--- src/kmds_pkg.sv ---
// ----------------------------------------------------------------------------
// kmds_pkg
// Shared types and constants of the keypad matrix debounce scanner.
// ----------------------------------------------------------------------------
package kmds_pkg;

   localparam int CODE_W   = 7;
   localparam int EVENT_W  = 2;
   localparam int INDEX_W  = 3;
   localparam int THR_W    = 8;
   localparam int PCOUNT_W = 3;
   localparam int CSR_W    = 2;
   localparam int CSR_DATA_W = 8;

   localparam logic [EVENT_W-1:0] EVENT_NONE    = 2'd0;
   localparam logic [EVENT_W-1:0] EVENT_PRESS   = 2'd1;
   localparam logic [EVENT_W-1:0] EVENT_RELEASE = 2'd2;

   localparam logic [CSR_W-1:0] CSR_DEBOUNCE_THRESHOLD = 2'd0;
   localparam logic [CSR_W-1:0] CSR_SCAN_ORDER         = 2'd1;
   localparam logic [CSR_W-1:0] CSR_DEBOUNCE_ENABLE    = 2'd2;

   localparam logic [THR_W-1:0] THRESHOLD_RESET = 8'd3;
   localparam logic [THR_W-1:0] COUNT_MAX       = 8'hFF;

   typedef struct packed {
      logic add;
      logic remove;
   } list_op_type;

   typedef struct packed {
      logic listed;
      logic room;
   } list_status_type;

endpackage

--- src/kmds_ram.sv ---
// ----------------------------------------------------------------------------
// kmds_ram
// Generic single write port RAM with one registered read port.
// ----------------------------------------------------------------------------
module kmds_ram #(
   parameter int WIDTH = 9,
   parameter int DEPTH = 64
) (
   input  logic                                  clock,
   input  logic                                  wr_en,
   input  logic [(DEPTH > 1 ? $clog2(DEPTH) : 1)-1:0] wr_addr,
   input  logic [WIDTH-1:0]                      wr_data,
   input  logic                                  rd_en,
   input  logic [(DEPTH > 1 ? $clog2(DEPTH) : 1)-1:0] rd_addr,
   output logic [WIDTH-1:0]                      rd_data
);

   logic [WIDTH-1:0] mem [DEPTH];
   logic [WIDTH-1:0] rd_data_ff;

   always_ff @(posedge clock) begin
      if (wr_en) begin
         mem[wr_addr] <= wr_data;
      end
      if (rd_en) begin
         rd_data_ff <= mem[rd_addr];
      end
   end

   assign rd_data = rd_data_ff;

endmodule

--- src/kmds_key_state.sv ---
// ----------------------------------------------------------------------------
// kmds_key_state
// Per-key stable level and debounce counter, held in RAM with valid bits
// and a bypass of the latest write.
// ----------------------------------------------------------------------------
module kmds_key_state #(
   parameter int KEYS = 64
) (
   input  logic                                   clock,
   input  logic                                   reset,
   input  logic                                   rd_en,
   input  logic [(KEYS > 1 ? $clog2(KEYS) : 1)-1:0] rd_addr,
   input  logic [(KEYS > 1 ? $clog2(KEYS) : 1)-1:0] key,
   input  logic                                   update,
   input  logic                                   key_down,
   input  logic [kmds_pkg::THR_W-1:0]             threshold,
   output logic                                   flip
);
   import kmds_pkg::*;

   localparam int KEY_W = (KEYS > 1) ? $clog2(KEYS) : 1;
   localparam int ENTRY_W = THR_W + 1;

   logic [ENTRY_W-1:0] rd_data;
   logic [KEYS-1:0]    valid_ff;
   logic               wr_vld_ff;
   logic [KEY_W-1:0]   wr_key_ff;
   logic [ENTRY_W-1:0] wr_data_ff;

   logic [ENTRY_W-1:0] cur;
   logic               cur_level;
   logic [THR_W-1:0]   cur_count;
   logic [THR_W-1:0]   inc_count;
   logic [ENTRY_W-1:0] wr_data_in;

   kmds_ram #(
      .WIDTH (ENTRY_W),
      .DEPTH (KEYS)
   ) u_ram (
      .clock   (clock),
      .wr_en   (update),
      .wr_addr (key),
      .wr_data (wr_data_in),
      .rd_en   (rd_en),
      .rd_addr (rd_addr),
      .rd_data (rd_data)
   );

   always_comb begin
      if (wr_vld_ff && (wr_key_ff == key)) begin
         cur = wr_data_ff;
      end else if (valid_ff[key]) begin
         cur = rd_data;
      end else begin
         cur = '0;
      end
      cur_level = cur[THR_W];
      cur_count = cur[THR_W-1:0];
      inc_count = (cur_count < COUNT_MAX) ? cur_count + 1'b1 : cur_count;
      flip = 1'b0;
      wr_data_in = {cur_level, THR_W'(0)};
      if (key_down != cur_level) begin
         if (inc_count >= threshold) begin
            flip = 1'b1;
            wr_data_in = {key_down, THR_W'(0)};
         end else begin
            wr_data_in = {cur_level, inc_count};
         end
      end
   end

   always_ff @(posedge clock) begin
      if (reset) begin
         valid_ff  <= '0;
         wr_vld_ff <= 1'b0;
      end else if (update) begin
         valid_ff[key] <= 1'b1;
         wr_vld_ff     <= 1'b1;
      end
   end

   always_ff @(posedge clock) begin
      if (update) begin
         wr_key_ff  <= key;
         wr_data_ff <= wr_data_in;
      end
   end

endmodule

--- src/kmds_key_list.sv ---
// ----------------------------------------------------------------------------
// kmds_key_list
// List of pressed keycodes: parallel lookup, append and remove with shift.
// ----------------------------------------------------------------------------
module kmds_key_list #(
   parameter int MAX_KEYS = 6
) (
   input  logic                                  clock,
   input  logic                                  reset,
   input  logic [kmds_pkg::CODE_W-1:0]           code,
   input  kmds_pkg::list_op_type                 op,
   output kmds_pkg::list_status_type             status,
   output logic [$clog2(MAX_KEYS+1)-1:0]         count_next
);
   import kmds_pkg::*;

   localparam int CNT_W = $clog2(MAX_KEYS + 1);

   logic [CODE_W-1:0] entries_ff [MAX_KEYS];
   logic [CODE_W-1:0] entries_in [MAX_KEYS];
   logic [CODE_W-1:0] above      [MAX_KEYS+1];
   logic [CNT_W-1:0]  count_ff;
   logic [CNT_W-1:0]  count_in;
   logic [MAX_KEYS-1:0] match;
   logic [MAX_KEYS-1:0] shift;
   logic do_add;
   logic do_rem;

   always_comb begin
      for (int i = 0; i < MAX_KEYS; i++) begin
         match[i] = (CNT_W'(i) < count_ff) && (entries_ff[i] == code);
         above[i] = entries_ff[i];
      end
      above[MAX_KEYS] = '0;
      shift[0] = match[0];
      for (int i = 1; i < MAX_KEYS; i++) begin
         shift[i] = shift[i-1] | match[i];
      end
      status.listed = |match;
      status.room   = count_ff < CNT_W'(MAX_KEYS);
      do_add = op.add && status.room && !status.listed;
      do_rem = op.remove && status.listed;
      count_in = count_ff;
      if (do_add) begin
         count_in = count_ff + 1'b1;
      end else if (do_rem) begin
         count_in = count_ff - 1'b1;
      end
      for (int i = 0; i < MAX_KEYS; i++) begin
         entries_in[i] = entries_ff[i];
         if (do_add && (CNT_W'(i) == count_ff)) begin
            entries_in[i] = code;
         end else if (do_rem && shift[i]) begin
            entries_in[i] = above[i+1];
         end
      end
   end

   assign count_next = count_in;

   always_ff @(posedge clock) begin
      if (reset) begin
         count_ff <= '0;
      end else begin
         count_ff <= count_in;
      end
   end

   always_ff @(posedge clock) begin
      entries_ff <= entries_in;
   end

endmodule

--- src/keypad_matrix_debounce_scanner.sv ---
// ----------------------------------------------------------------------------
// keypad_matrix_debounce_scanner
// Debounces sampled keys of a row/column matrix and keeps a pressed list.
//
//   channel  direction  tdata (low bit up)                      tuser
//   req_     in         row_index, col_index, key_down          quick_mode, scan_start
//   rsp_     out        keycode, scan_status, pressed_count     event_kind
//   csr_     in         csr_index selects, csr_data is value    -
//
// one request per cycle while the response side does not stall; a request is
// registered in the input stage, where the key state RAM read lands, then moves
// to the output register.
// a stalled response holds the input stage; a new request is still taken when
// the output register empties in that same cycle.
// reset is synchronous; key state reads as released with a zero counter.
// ----------------------------------------------------------------------------
module keypad_matrix_debounce_scanner #(
   parameter int ROWS     = 8,
   parameter int COLS     = 8,
   parameter int MAX_KEYS = 6
) (
   input  logic                                clock,
   input  logic                                reset,
   input  logic                                req_tvalid,
   output logic                                req_tready,
   input  logic [7:0]                          req_tdata,  // row_index, col_index, key_down
   input  logic [1:0]                          req_tuser,  // quick_mode, scan_start
   output logic                                rsp_tvalid,
   input  logic                                rsp_tready,
   output logic [15:0]                         rsp_tdata,  // keycode, scan_status, pressed_count
   output logic [1:0]                          rsp_tuser,  // event_kind
   input  logic                                csr_valid,
   output logic                                csr_ready,
   input  logic [kmds_pkg::CSR_W-1:0]          csr_index,
   input  logic [kmds_pkg::CSR_DATA_W-1:0]     csr_data
);
   import kmds_pkg::*;

   localparam int KEYS  = ROWS * COLS;
   localparam int KEY_W = (KEYS > 1) ? $clog2(KEYS) : 1;
   localparam int CNT_W = $clog2(MAX_KEYS + 1);

   // configuration
   logic [THR_W-1:0] threshold_ff;
   logic             scan_order_ff;
   logic             debounce_en_ff;

   // input stage
   logic               s1_valid_ff;
   logic [INDEX_W-1:0] s1_row_ff;
   logic [INDEX_W-1:0] s1_col_ff;
   logic               s1_down_ff;
   logic               s1_fast_ff;
   logic               s1_start_ff;

   // output stage
   logic                rsp_valid_ff;
   logic [CODE_W-1:0]   rsp_code_ff;
   logic [EVENT_W-1:0]  rsp_event_ff;
   logic [EVENT_W-1:0]  rsp_status_ff;
   logic [PCOUNT_W-1:0] rsp_count_ff;

   logic [EVENT_W-1:0] scan_event_ff;
   logic [EVENT_W-1:0] scan_event_in;

   logic               req_accept;
   logic               s1_fire;
   logic [INDEX_W-1:0] req_row;
   logic [INDEX_W-1:0] req_col;
   logic [KEY_W-1:0]   rd_key;
   logic [KEY_W-1:0]   s1_key;
   logic               in_range;
   logic [CODE_W-1:0]  code;
   logic [THR_W-1:0]   threshold;
   logic               state_update;
   logic               flip;
   logic               add_req;
   logic               rem_req;
   logic               press;
   logic               release_ev;
   logic [EVENT_W-1:0] event_in;
   list_op_type        list_op;
   list_status_type    list_status;
   logic [CNT_W-1:0]   count_next;

   assign s1_fire    = s1_valid_ff && (!rsp_valid_ff || rsp_tready);
   assign req_tready = !s1_valid_ff || s1_fire;
   assign req_accept = req_tvalid && req_tready;
   assign csr_ready  = 1'b1;

   assign req_row = req_tdata[2:0];
   assign req_col = req_tdata[5:3];
   assign rd_key  = KEY_W'(int'(req_row) * COLS + int'(req_col));
   assign s1_key  = KEY_W'(int'(s1_row_ff) * COLS + int'(s1_col_ff));

   assign in_range = (int'(s1_row_ff) < ROWS) && (int'(s1_col_ff) < COLS);
   assign code = scan_order_ff ? CODE_W'(int'(s1_col_ff) * ROWS + int'(s1_row_ff) + 1)
                               : CODE_W'(int'(s1_row_ff) * COLS + int'(s1_col_ff) + 1);
   assign threshold    = s1_fast_ff ? THR_W'(0) : threshold_ff;
   assign state_update = s1_fire && in_range && debounce_en_ff;

   kmds_key_state #(
      .KEYS (KEYS)
   ) u_key_state (
      .clock     (clock),
      .reset     (reset),
      .rd_en     (req_accept),
      .rd_addr   (rd_key),
      .key       (s1_key),
      .update    (state_update),
      .key_down  (s1_down_ff),
      .threshold (threshold),
      .flip      (flip)
   );

   kmds_key_list #(
      .MAX_KEYS (MAX_KEYS)
   ) u_key_list (
      .clock      (clock),
      .reset      (reset),
      .code       (code),
      .op         (list_op),
      .status     (list_status),
      .count_next (count_next)
   );

   always_comb begin
      if (debounce_en_ff) begin
         add_req = in_range && flip && s1_down_ff;
         rem_req = in_range && flip && !s1_down_ff;
      end else begin
         add_req = in_range && s1_down_ff;
         rem_req = in_range && !s1_down_ff;
      end
      press      = add_req && list_status.room && !list_status.listed;
      release_ev = rem_req && (debounce_en_ff || list_status.listed);
      list_op.add    = add_req && s1_fire;
      list_op.remove = rem_req && s1_fire;
      if (press) begin
         event_in = EVENT_PRESS;
      end else if (release_ev) begin
         event_in = EVENT_RELEASE;
      end else begin
         event_in = EVENT_NONE;
      end
      if (event_in != EVENT_NONE) begin
         scan_event_in = event_in;
      end else if (s1_start_ff) begin
         scan_event_in = EVENT_NONE;
      end else begin
         scan_event_in = scan_event_ff;
      end
   end

   always_ff @(posedge clock) begin
      if (reset) begin
         threshold_ff   <= THRESHOLD_RESET;
         scan_order_ff  <= 1'b0;
         debounce_en_ff <= 1'b1;
      end else if (csr_valid && csr_ready) begin
         case (csr_index)
            CSR_DEBOUNCE_THRESHOLD: threshold_ff   <= csr_data;
            CSR_SCAN_ORDER:         scan_order_ff  <= csr_data[0];
            CSR_DEBOUNCE_ENABLE:    debounce_en_ff <= csr_data[0];
            default: ;
         endcase
      end
   end

   always_ff @(posedge clock) begin
      if (reset) begin
         s1_valid_ff   <= 1'b0;
         rsp_valid_ff  <= 1'b0;
         scan_event_ff <= EVENT_NONE;
      end else begin
         if (req_accept) begin
            s1_valid_ff <= 1'b1;
         end else if (s1_fire) begin
            s1_valid_ff <= 1'b0;
         end
         if (s1_fire) begin
            rsp_valid_ff  <= 1'b1;
            scan_event_ff <= scan_event_in;
         end else if (rsp_tready) begin
            rsp_valid_ff <= 1'b0;
         end
      end
   end

   always_ff @(posedge clock) begin
      if (req_accept) begin
         s1_row_ff   <= req_row;
         s1_col_ff   <= req_col;
         s1_down_ff  <= req_tdata[6];
         s1_fast_ff  <= req_tuser[0];
         s1_start_ff <= req_tuser[1];
      end
      if (s1_fire) begin
         rsp_code_ff   <= code;
         rsp_event_ff  <= event_in;
         rsp_status_ff <= scan_event_in;
         rsp_count_ff  <= PCOUNT_W'(count_next);
      end
   end

   assign rsp_tvalid = rsp_valid_ff;
   assign rsp_tdata  = {4'b0, rsp_count_ff, rsp_status_ff, rsp_code_ff};
   assign rsp_tuser  = rsp_event_ff;

   a_busy_only_when_held: assert property (@(posedge clock) disable iff (reset)
      !req_tready |-> s1_valid_ff && rsp_valid_ff)
      else $error("input stage blocked without a held response");

   a_status_follows_event: assert property (@(posedge clock) disable iff (reset)
      rsp_tvalid && (rsp_tuser != EVENT_NONE) |-> rsp_tdata[8:7] == rsp_tuser)
      else $error("scan status differs from reported event");

   a_press_grows_list: assert property (@(posedge clock) disable iff (reset)
      s1_fire && (event_in == EVENT_PRESS) |-> list_status.room && (count_next != '0))
      else $error("press without list growth");

   a_count_bounded: assert property (@(posedge clock) disable iff (reset)
      s1_fire |-> int'(count_next) <= MAX_KEYS)
      else $error("pressed list overflow");

endmodule

--- config.mk ---
export PLATFORM = sky130hd
export DESIGN_NAME = keypad_matrix_debounce_scanner
export DESIGN_NICKNAME = d
export VERILOG_FILES = /design/src/kmds_pkg.sv /design/src/kmds_ram.sv /design/src/kmds_key_state.sv /design/src/kmds_key_list.sv /design/src/keypad_matrix_debounce_scanner.sv
export SDC_FILE = /design/constraint.sdc
export NUM_CORES = 1
export LEC_CHECK = 0
export BUFFER_PORTS_ARGS = -buffer_cell sky130_fd_sc_hd__buf_2
export CAP_MARGIN = 15
export CORE_UTILIZATION = 57
export DETAILED_ROUTE_END_ITERATION = 6
export GPL_ROUTABILITY_DRIVEN = 0
export PLACE_DENSITY_LB_ADDON = 0.1
export SYNTH_ARGS = -nofsm -noshare
export SYNTH_HDL_FRONTEND = slang
export SYNTH_HIERARCHICAL = 1
export SYNTH_SLANG_ARGS = --single-unit
export TNS_END_PERCENT = 50
--- constraint.sdc ---
create_clock -name clock -period 9.1 [get_ports clock]
set_input_delay 0.455 -clock clock [delete_from_list [all_inputs] [get_ports clock]]
set_output_delay 0.455 -clock clock [all_outputs]
set_load 0.01 [all_outputs]
==> metrics.md, run 1 <==
| Metric | Value |
|---|---|
| Outcome | `complete, no violations` |
| Rel. slew slack | `0.1764` |
| Hold-fix buffers, CTS | `2` |
| Global Route Usage Sum | `0.2431` |
| Final hold violations | `0` |
| Origin of the critical flop-to-flop path | `s1_col_ff[1]$_DFFE_PP_` |
| Max cap viols | `0` |
| Post-Syn Instances | `1788` |
| Total chip power | `7201 uW` |
| Post-placement cell count | `2455` |
| Core area | `53080 um2` |
| Fill count | `3679` |
| Pre-Repair DR Iteration Count | `7` |
| CTS tree | `built` |
| Starting density of the core | `0.5816` |
| Seq/Total Area, Yosys | `0.7001` |
| Ys flop type | `edfxtp_1` |
| Slowest stage delay, CP | `1060 ps` |
| Root Buffer | `clkbuf_16` |
| Synth-to-layout area growth | `10.69%` |
| Setup crit end kind | `flop` |
| Remaining DRCs | `0` |
| Initial drt markers | `1511` |
| Slew @ Worst Pin | `1226 ps` |
| Unrepaired setup endpoints after global routing | `no` |
| Setup violations, final | `0` |
| Grt ovf | `0` |
| Drt total wl | `about 66 mm` |
| Commonest cells after routing, fill and taps aside | `edfxtp_1 (665), nor2_1 (176), mux4_2 (150)` |
| I/O Pins | `46` |
| Required time of the critical path | `9450 ps` |
| Critical path peak fanout | `22` |
| Max-slew violations | `0` |
| Critical path class | `flop to flop` |
| Worst setup SP type | `flop` |
| Via Count | `16343` |
| Flops & latches, synth | `about 750` |
| Fmax | `124.7 MHz` |
| Synth async-reset ratio | `0` |
| Power Density | `210.8 nW/um2` |
| Post-synthesis cell type count | `80` |
| Reg2Reg Depth | `28` |
| Worst R2R Setup Slack | `1080 ps` |
| Commonest non-fill, non-tap cell in the layout | `edfxtp_1` |
| Cell area after synthesis | `30870 um2` |
| Min Clock Period, post-route | `8018 ps` |
| Worst-path clk slew | `~60 ps` |
| WHS Endpoint | `s1_fast_ff$_DFFE_PP_` |
| Final Non-Filler Cells | `2593` |
| Clock Skews | `23.01 ps` |
| Vias in the first global route | `16162` |
| # port buffers | `39` |
| Reg2reg end | `u_key_list/above[25]$_DFFE_PP_` |
| Maximum VDD drop | `~0.00017 V` |
| WP data arrival | `8360 ps` |
| Drt wl/cell | `roughly 25 um` |
| Nets | `1889` |
| Ys Warns | `6` |
| Setup TNS | `0 ps` |
| Post-CTS Setup Bufs | `0` |
| Post-CTS sizing | `0` |
| Critical path's slowest cell | `edfxtp_1` |
| Fin crit share | `0.8811` |
| DIE AREA | `about 55000 um2` |
| First-pass GRT wire length | `100.3 mm` |
| Dpl hpwl | `39.15 mm` |
| Via density | `6.303` |
| Multi-input logic area | `8747 um2` |
| Hold Path Depth | `1` |
| Hold Path Origin | `req_tuser[0]` |
| Detail Route Antenna Nets | `0` |
| Initial antenna violation count | `3` |
| CTS H-tree depth | `3` |
| Register area | `21610 um2` |
| Worst skew pair latency | `610 ps` |
| Hold WC Path Type | `primary input to flop` |
| CTS Sinks | `747` |
| Number of flops mapped to enable cells by yosys | `about 670` |
| Largest net degree at the start of global routing | `between 80 and 90` |
| Leak | `roughly 0.011 uW` |
| Die height | `234.7 um` |
| Mean cell area of the mapped netlist | `17.26 um2` |
| Total CTS buffers | `77` |
| Share of layout cells above drive strength 1 | `0.2122` |
| Die Wd | `~230 um` |
| Row count | `between 80 and 90` |
| Clk buf depth | `3` |
[report_power, final]
part           switching [uW]  internal (uW)  total, uW  leakage (uW)
Sequential               18.6           3780       3790       0.00696
Clock                    1270           1710       2980       0.00117
Combinational             276            148        424       0.00330
Total                    1570           5630       7200        0.0114
[worst max-delay path, delay by kind of cell, from the launching register on]
| kind | cells | cell delay, ps |
|---|---|---|
| AOI/OAI and AO/OA | 9 | 1630 |
| adders and majority gates | 2 | 500 |
| DFF | 1 | 1060 |
| buffers and inverters | 2 | 540 |
| muxes | 2 | 750 |
| and+or+nand+nor | 13 | 3240 |
[stage by stage]
step	setup slack (ps)	util	instance area [um2]	hold slack, ps
final	1082	0.6438	34170	34.25
after detailed placement	1130	0.5983	31760	455.4
after floorplan	247.1	-	30880	428.6
after global placement	1240	0.5983	31760	444.0
after CTS	1102	0.6437	34170	2.011
after global routing	542.5	0.6438	34170	4.584
[how the worst max path moves through the flow]
stage | cells after the start | endpoint | startpoint | slack (ps)
after floorplan | 22 | u_key_state/u_ram/mem[0][4]$_DFFE_PP_ | s1_col_ff[0]$_DFFE_PP_ | 250
after global placement | 27 | u_key_list/above[25]$_DFFE_PP_ | s1_col_ff[1]$_DFFE_PP_ | 1240
after detailed placement | 28 | u_key_list/above[25]$_DFFE_PP_ | s1_col_ff[1]$_DFFE_PP_ | 1130
after CTS | 28 | u_key_list/above[25]$_DFFE_PP_ | s1_col_ff[1]$_DFFE_PP_ | 1100
after global routing | 27 | u_key_list/above[22]$_DFFE_PP_ | s1_col_ff[1]$_DFFE_PP_ | 540
final | 28 | u_key_list/above[25]$_DFFE_PP_ | s1_col_ff[1]$_DFFE_PP_ | 1080
[sequential cells by signal, summed over array words and instances (netlist names), 2 cells and up]
register	cells
u_key_state/u_ram/mem	576
u_key_state/wr_data_ff	9
u_key_list/above	42
threshold_ff	8
s1_row_ff	3
rsp_code_ff	7
u_key_state/u_ram/rd_data	9
rsp_status_ff	2
u_key_state/wr_key_ff	6
scan_event_ff	2
rsp_count_ff	3
u_key_list/count_ff	3
u_key_state/valid_ff	64
s1_col_ff	3
rsp_tuser	2
[layer usage]
| layer | GRT usage | wire length [um] |
|---|---|---|
| met2 | 0.3764 | 30880 |
| met4 | 0.07855 | 1890 |
| met5 | 0 | 27 |
| met3 | 0.04946 | 4669 |
| met1 | 0.3501 | 28270 |
[cells in the mapped netlist (9+ instances only)]
cell type | instances | area share
nand2_1 | 50 | 0.0061
dfxtp_1 | 82 | 0.053
inv_1 | 14 | 0.0017
mux2_2 | 44 | 0.016
mux4_2 | 150 | 0.11
mux2i_1 | 51 | 0.017
xnor2_1 | 21 | 0.0060
ha_1 | 16 | 0.0065
a21oi_1 | 80 | 0.013
nor3_1 | 13 | 0.0021
buf_2 | 28 | 0.0045
nor2_1 | 176 | 0.021
nor2b_1 | 38 | 0.0077
o21ai_0 | 11 | 0.0018
and2_1 | 14 | 0.0028
a22oi_1 | 19 | 0.0046
and3_1 | 11 | 0.0022
xor2_1 | 37 | 0.010
nand2b_1 | 11 | 0.0022
o22ai_1 | 12 | 0.0024
nand4_1 | 12 | 0.0024
buf_4 | 20 | 0.0049
nor4_1 | 9 | 0.0018
clkbuf_1 | 38 | 0.0046
nand3_1 | 23 | 0.0037
edfxtp_1 | 665 | 0.65
[cell type report]
type | count | area share
clock buffer | 96 | 0.06090
clock inverter | 39 | 0.009045
timing repair buffer | 76 | 0.01454
sequential | 747 | 0.6325
multi-input combinational | 930 | 0.2560
tap | 688 | 0.02519
inverter | 16 | 0.001758
antenna | 1 | 0.00007324
[kinds of logic after synthesis]
family,Yosys count,synth area share
DFF,747,0.7001
buffers and inverters,114,0.02023
adders and majority gates,16,0.006485
AOI/OAI and AO/OA,199,0.04216
xor gates and xnor gates,59,0.01698
and+or+nand+nor,397,0.06449
other,2,0.0002433
muxes,254,0.1493
Note: power is estimated with default switching activity, not from simulation.
==> run 2: changes to the inputs <==
--- a/config.mk
+++ b/config.mk
@@ -11,8 +11,8 @@
 export DETAILED_ROUTE_END_ITERATION = 6
 export GPL_ROUTABILITY_DRIVEN = 0
 export PLACE_DENSITY_LB_ADDON = 0.1
+export REMOVE_ABC_BUFFERS = 1
 export SYNTH_ARGS = -nofsm -noshare
 export SYNTH_HDL_FRONTEND = slang
-export SYNTH_HIERARCHICAL = 1
 export SYNTH_SLANG_ARGS = --single-unit
 export TNS_END_PERCENT = 50
==> run 2 against run 1 <==
Sequential cell count unchanged. Cell count up 0.27%. Worst hold slack worse by 0.88 ps. Register-to-register slack better by 300 ps. Clock skew up 1.2 ps. Maximum frequency up 4.0%. Core utilization up 0.077 points. Critical path type unchanged. Non-clock buffer count up 14.
==> metrics.md, run 2 <==
| Metric | Value |
|---|---|
| Die height | `~240 um` |
| Drt total wl | `68.30 mm` |
| Max cap viols | `0` |
| CP bufs+invs | `1` |
| Slew @ Worst Pin | `1215 ps` |
| Clk buf depth | `3` |
| Required time of the critical path | `9380 ps` |
| Core area | `53810 um2` |
| Global Route Usage Sum | `0.2525` |
| CTS H-tree depth | `3` |
| Leak | `0.01195 uW` |
| Pre-Repair DR Iteration Count | `6` |
| Max reg flops | `576` |
| Count leader, synth | `edfxtp_1` |
| Clock power frac | `0.426` |
| Hold WC Path Type | `primary input to flop` |
| Initial antenna violation count | `4` |
| Worst path cell trace | `buf_4 > mux2i_1 > o22ai_1 > o311ai_0 > o221ai_1 > nor3_4 > nor2_2 > a22o_1 > ha_1 > nand3_1 > o31ai_1 > o211ai_1 > nor3b_1 > xnor2_1 > ha_1 > nand4_1 > o31a_1 > o21ai_0 > nand3_1 > a311oi_2 > and2_1 > nand4_1 > nand2_1` |
| Reg with most FFs | `u_key_state.u_ram.mem` |
| Largest net degree at the start of global routing | `84` |
| Grt ovf | `0` |
| Ys flop type | `edfxtp_1` |
| Root Buffer | `clkbuf_16` |
| Critical path class | `flop to flop` |
| First-pass GRT wire length | `between 100 and 150 mm` |
| Setup TNS | `0 ps` |
| Setup violations, final | `0` |
| Min Clock Period, post-route | `7713 ps` |
| Top cells by count, synth | `edfxtp_1 (665), nor2_1 (221), mux4_2 (190)` |
| Commonest non-fill, non-tap cell in the layout | `edfxtp_1` |
| Rel. slew slack | `0.1870` |
| Area post-placement | `32030 um2` |
| Remaining DRCs | `0` |
| CTS Sinks | `approximately 750` |
| Fmax | `129.7 MHz` |
| Hold-fix buffers, CTS | `2` |
| Post-CTS Setup Bufs | `0` |
| Dpl hpwl | `42.39 mm` |
| Nets | `1885` |
| Via density | `6.234` |
| Initial drt markers | `approximately 1700` |
| Critical path's slowest cell | `edfxtp_1` |
| Seq/Total Area, Yosys | `0.6949` |
| Worst-path clk slew | `around 60 ps` |
| Maximum VDD drop | `0.0001845 V` |
| Die Wd | `235.6 um` |
| Largest cells by area after synthesis | `edfxtp_1 (64%), mux4_2 (14%), dfxtp_1 (5.3%)` |
| Worst hold margin | `33.37 ps` |
| Post-synthesis cell type count | `81` |
| Switching fraction of total power | `0.2107` |
| Critical path peak fanout | `30` |
| Total CTS buffers | `76` |
| Power Density | `207.4 nW/um2` |
| Post-Syn Instances | `1779` |
| Mean cell area of the mapped netlist | `17.48 um2` |
| Int Pwr | `5678 uW` |
| Synth area leader | `edfxtp_1` |
| DIE AREA | `55500 um2` |
| Fin crit share | `0.8476` |
| Flops & latches, synth | `approximately 750` |
| Gate power share | `0.051` |
| Starting density of the core | `0.5779` |
| Post-CTS sizing | `0` |
| Finished Core Util | `0.6445` |
| Kind of cell adding the most delay to the critical path | `simple AND/OR/NAND/NOR gates` |
| Cell area after synthesis | `31100 um2` |
| # port buffers | `39` |
| Share of layout cells above drive strength 1 | `0.2432` |
| Worst setup SP type | `flop` |
| Max-slew violations | `0` |
| Synth-to-layout area growth | `11.54%` |
| Psw | `between 1500 and 2000 uW` |
| Number of flops mapped to enable cells by yosys | `665` |
| Setup crit end kind | `flop` |
| Vias in the first global route | `16074` |
| Slowest stage delay, CP | `a little under 800 ps` |
| Ys Warns | `0` |
| Commonest cells after routing, fill and taps aside | `edfxtp_1 (665), nor2_1 (221), mux4_2 (190)` |
| Via Count | `between 15000 and 20000` |
| Sequential share of power | `0.524` |
| CTS tree | `built` |
| Row count | `85` |
| Outcome | `complete, no violations` |
| I/O Pins | `46` |
| Antenna diodes | `0` |
| WP data arrival | `7990 ps` |
| Drt wl/cell | `26.27 um` |
| Area share of the largest cell type after synthesis | `0.6422` |
| Unrepaired setup endpoints after global routing | `no` |
| Synth async-reset ratio | `0` |
| Final hold violations | `0` |
| Final instance area | `between 30000 and 40000 um2` |
| Clock Skews | `24.18 ps` |
| Worst skew pair latency | `620 ps` |
| Detail Route Antenna Nets | `0` |
-- run 2: cell types whose count changed after synthesis, moves of 8 or more --
cell,delta
a21oi_1,-54
nor2_1,+45
mux4_2,+40
mux2i_1,-28
xnor2_1,+27
nor2b_1,-24
a22oi_1,-16
buf_1,+16
xor2_1,-16
o21ai_0,+15
clkbuf_1,+12
nand3b_1,+9
mux4_1,-8
-- run 2: power by group through the flow --
stage / clock network [uW] / registers, uW / logic [uW]
after floorplan: 0 / 3850 / 193
after global placement: 0 / 3840 / 358
after detailed placement: 0 / 3840 / 364
after CTS: 3100 / 3770 / 366
after global routing: 3240 / 3770 / 390
final: 3060 / 3770 / 365
-- run 2: stage by stage --
step                      total power, uW  std cells  setup slack (ps)
final                                7194       2600              1387
after global routing                 7398       2600             880.1
after CTS                            7238       2588              1265
after detailed placement             4204       2448              1324
after global placement               4197       2446              1485
after floorplan                      4042       1676              1000
-- run 2: logic make-up (layout without fill, tap and decap cells) --
logic type / Yosys count / after routing / synth area share
compound gates: 140 / 140 / 0.03267
xor+xnor: 70 / 70 / 0.01996
fa+ha+maj: 16 / 16 / 0.006438
mux: 254 / 254 / 0.1603
flops: 747 / 747 / 0.6949
other cells: 2 / 5 / 0.0002415
simple gates: 425 / 425 / 0.06731
buf+inv: 125 / 247 / 0.01815
-- run 2: worst paths after layout --
| path | start | to | slack, ps | cells after the start |
|---|---|---|---|---|
| worst min register to register | u_key_state.valid_ff[27]$_SDFFE_PP0P_ | u_key_state.valid_ff[27]$_SDFFE_PP0P_ | 470 | 2 |
| worst max register to register | s1_col_ff[2]$_DFFE_PP_ | u_key_list.above[8]$_SDFFCE_PN0P_ | 1390 | 23 |
| worst max-delay path | s1_col_ff[2]$_DFFE_PP_ | u_key_list.above[8]$_SDFFCE_PN0P_ | 1390 | 23 |
| worst min-delay path | req_tuser[0] | s1_fast_ff$_DFFE_PP_ | 30 | 1 |
-- run 2: layout make-up --
type	instances	area [um2]
Tap cell	696	870.8
Multi-Input combinational cell	910	8972
Inverter	19	71.32
Clock inverter	41	374.1
Sequential cell	747	21610
Clock buffer	97	2074
Fill cell	3766	19130
Timing Repair Buffer	90	710.7
-- run 2: per-layer routing --
layer	global-route usage	part of all wire	vias to the layer above
li1	-	-	7151
met5	0	0	-
met1	0.3713	0.43	8411
met3	0.04233	0.067	99
met4	0.06278	0.019	0
met2	0.3987	0.48	548
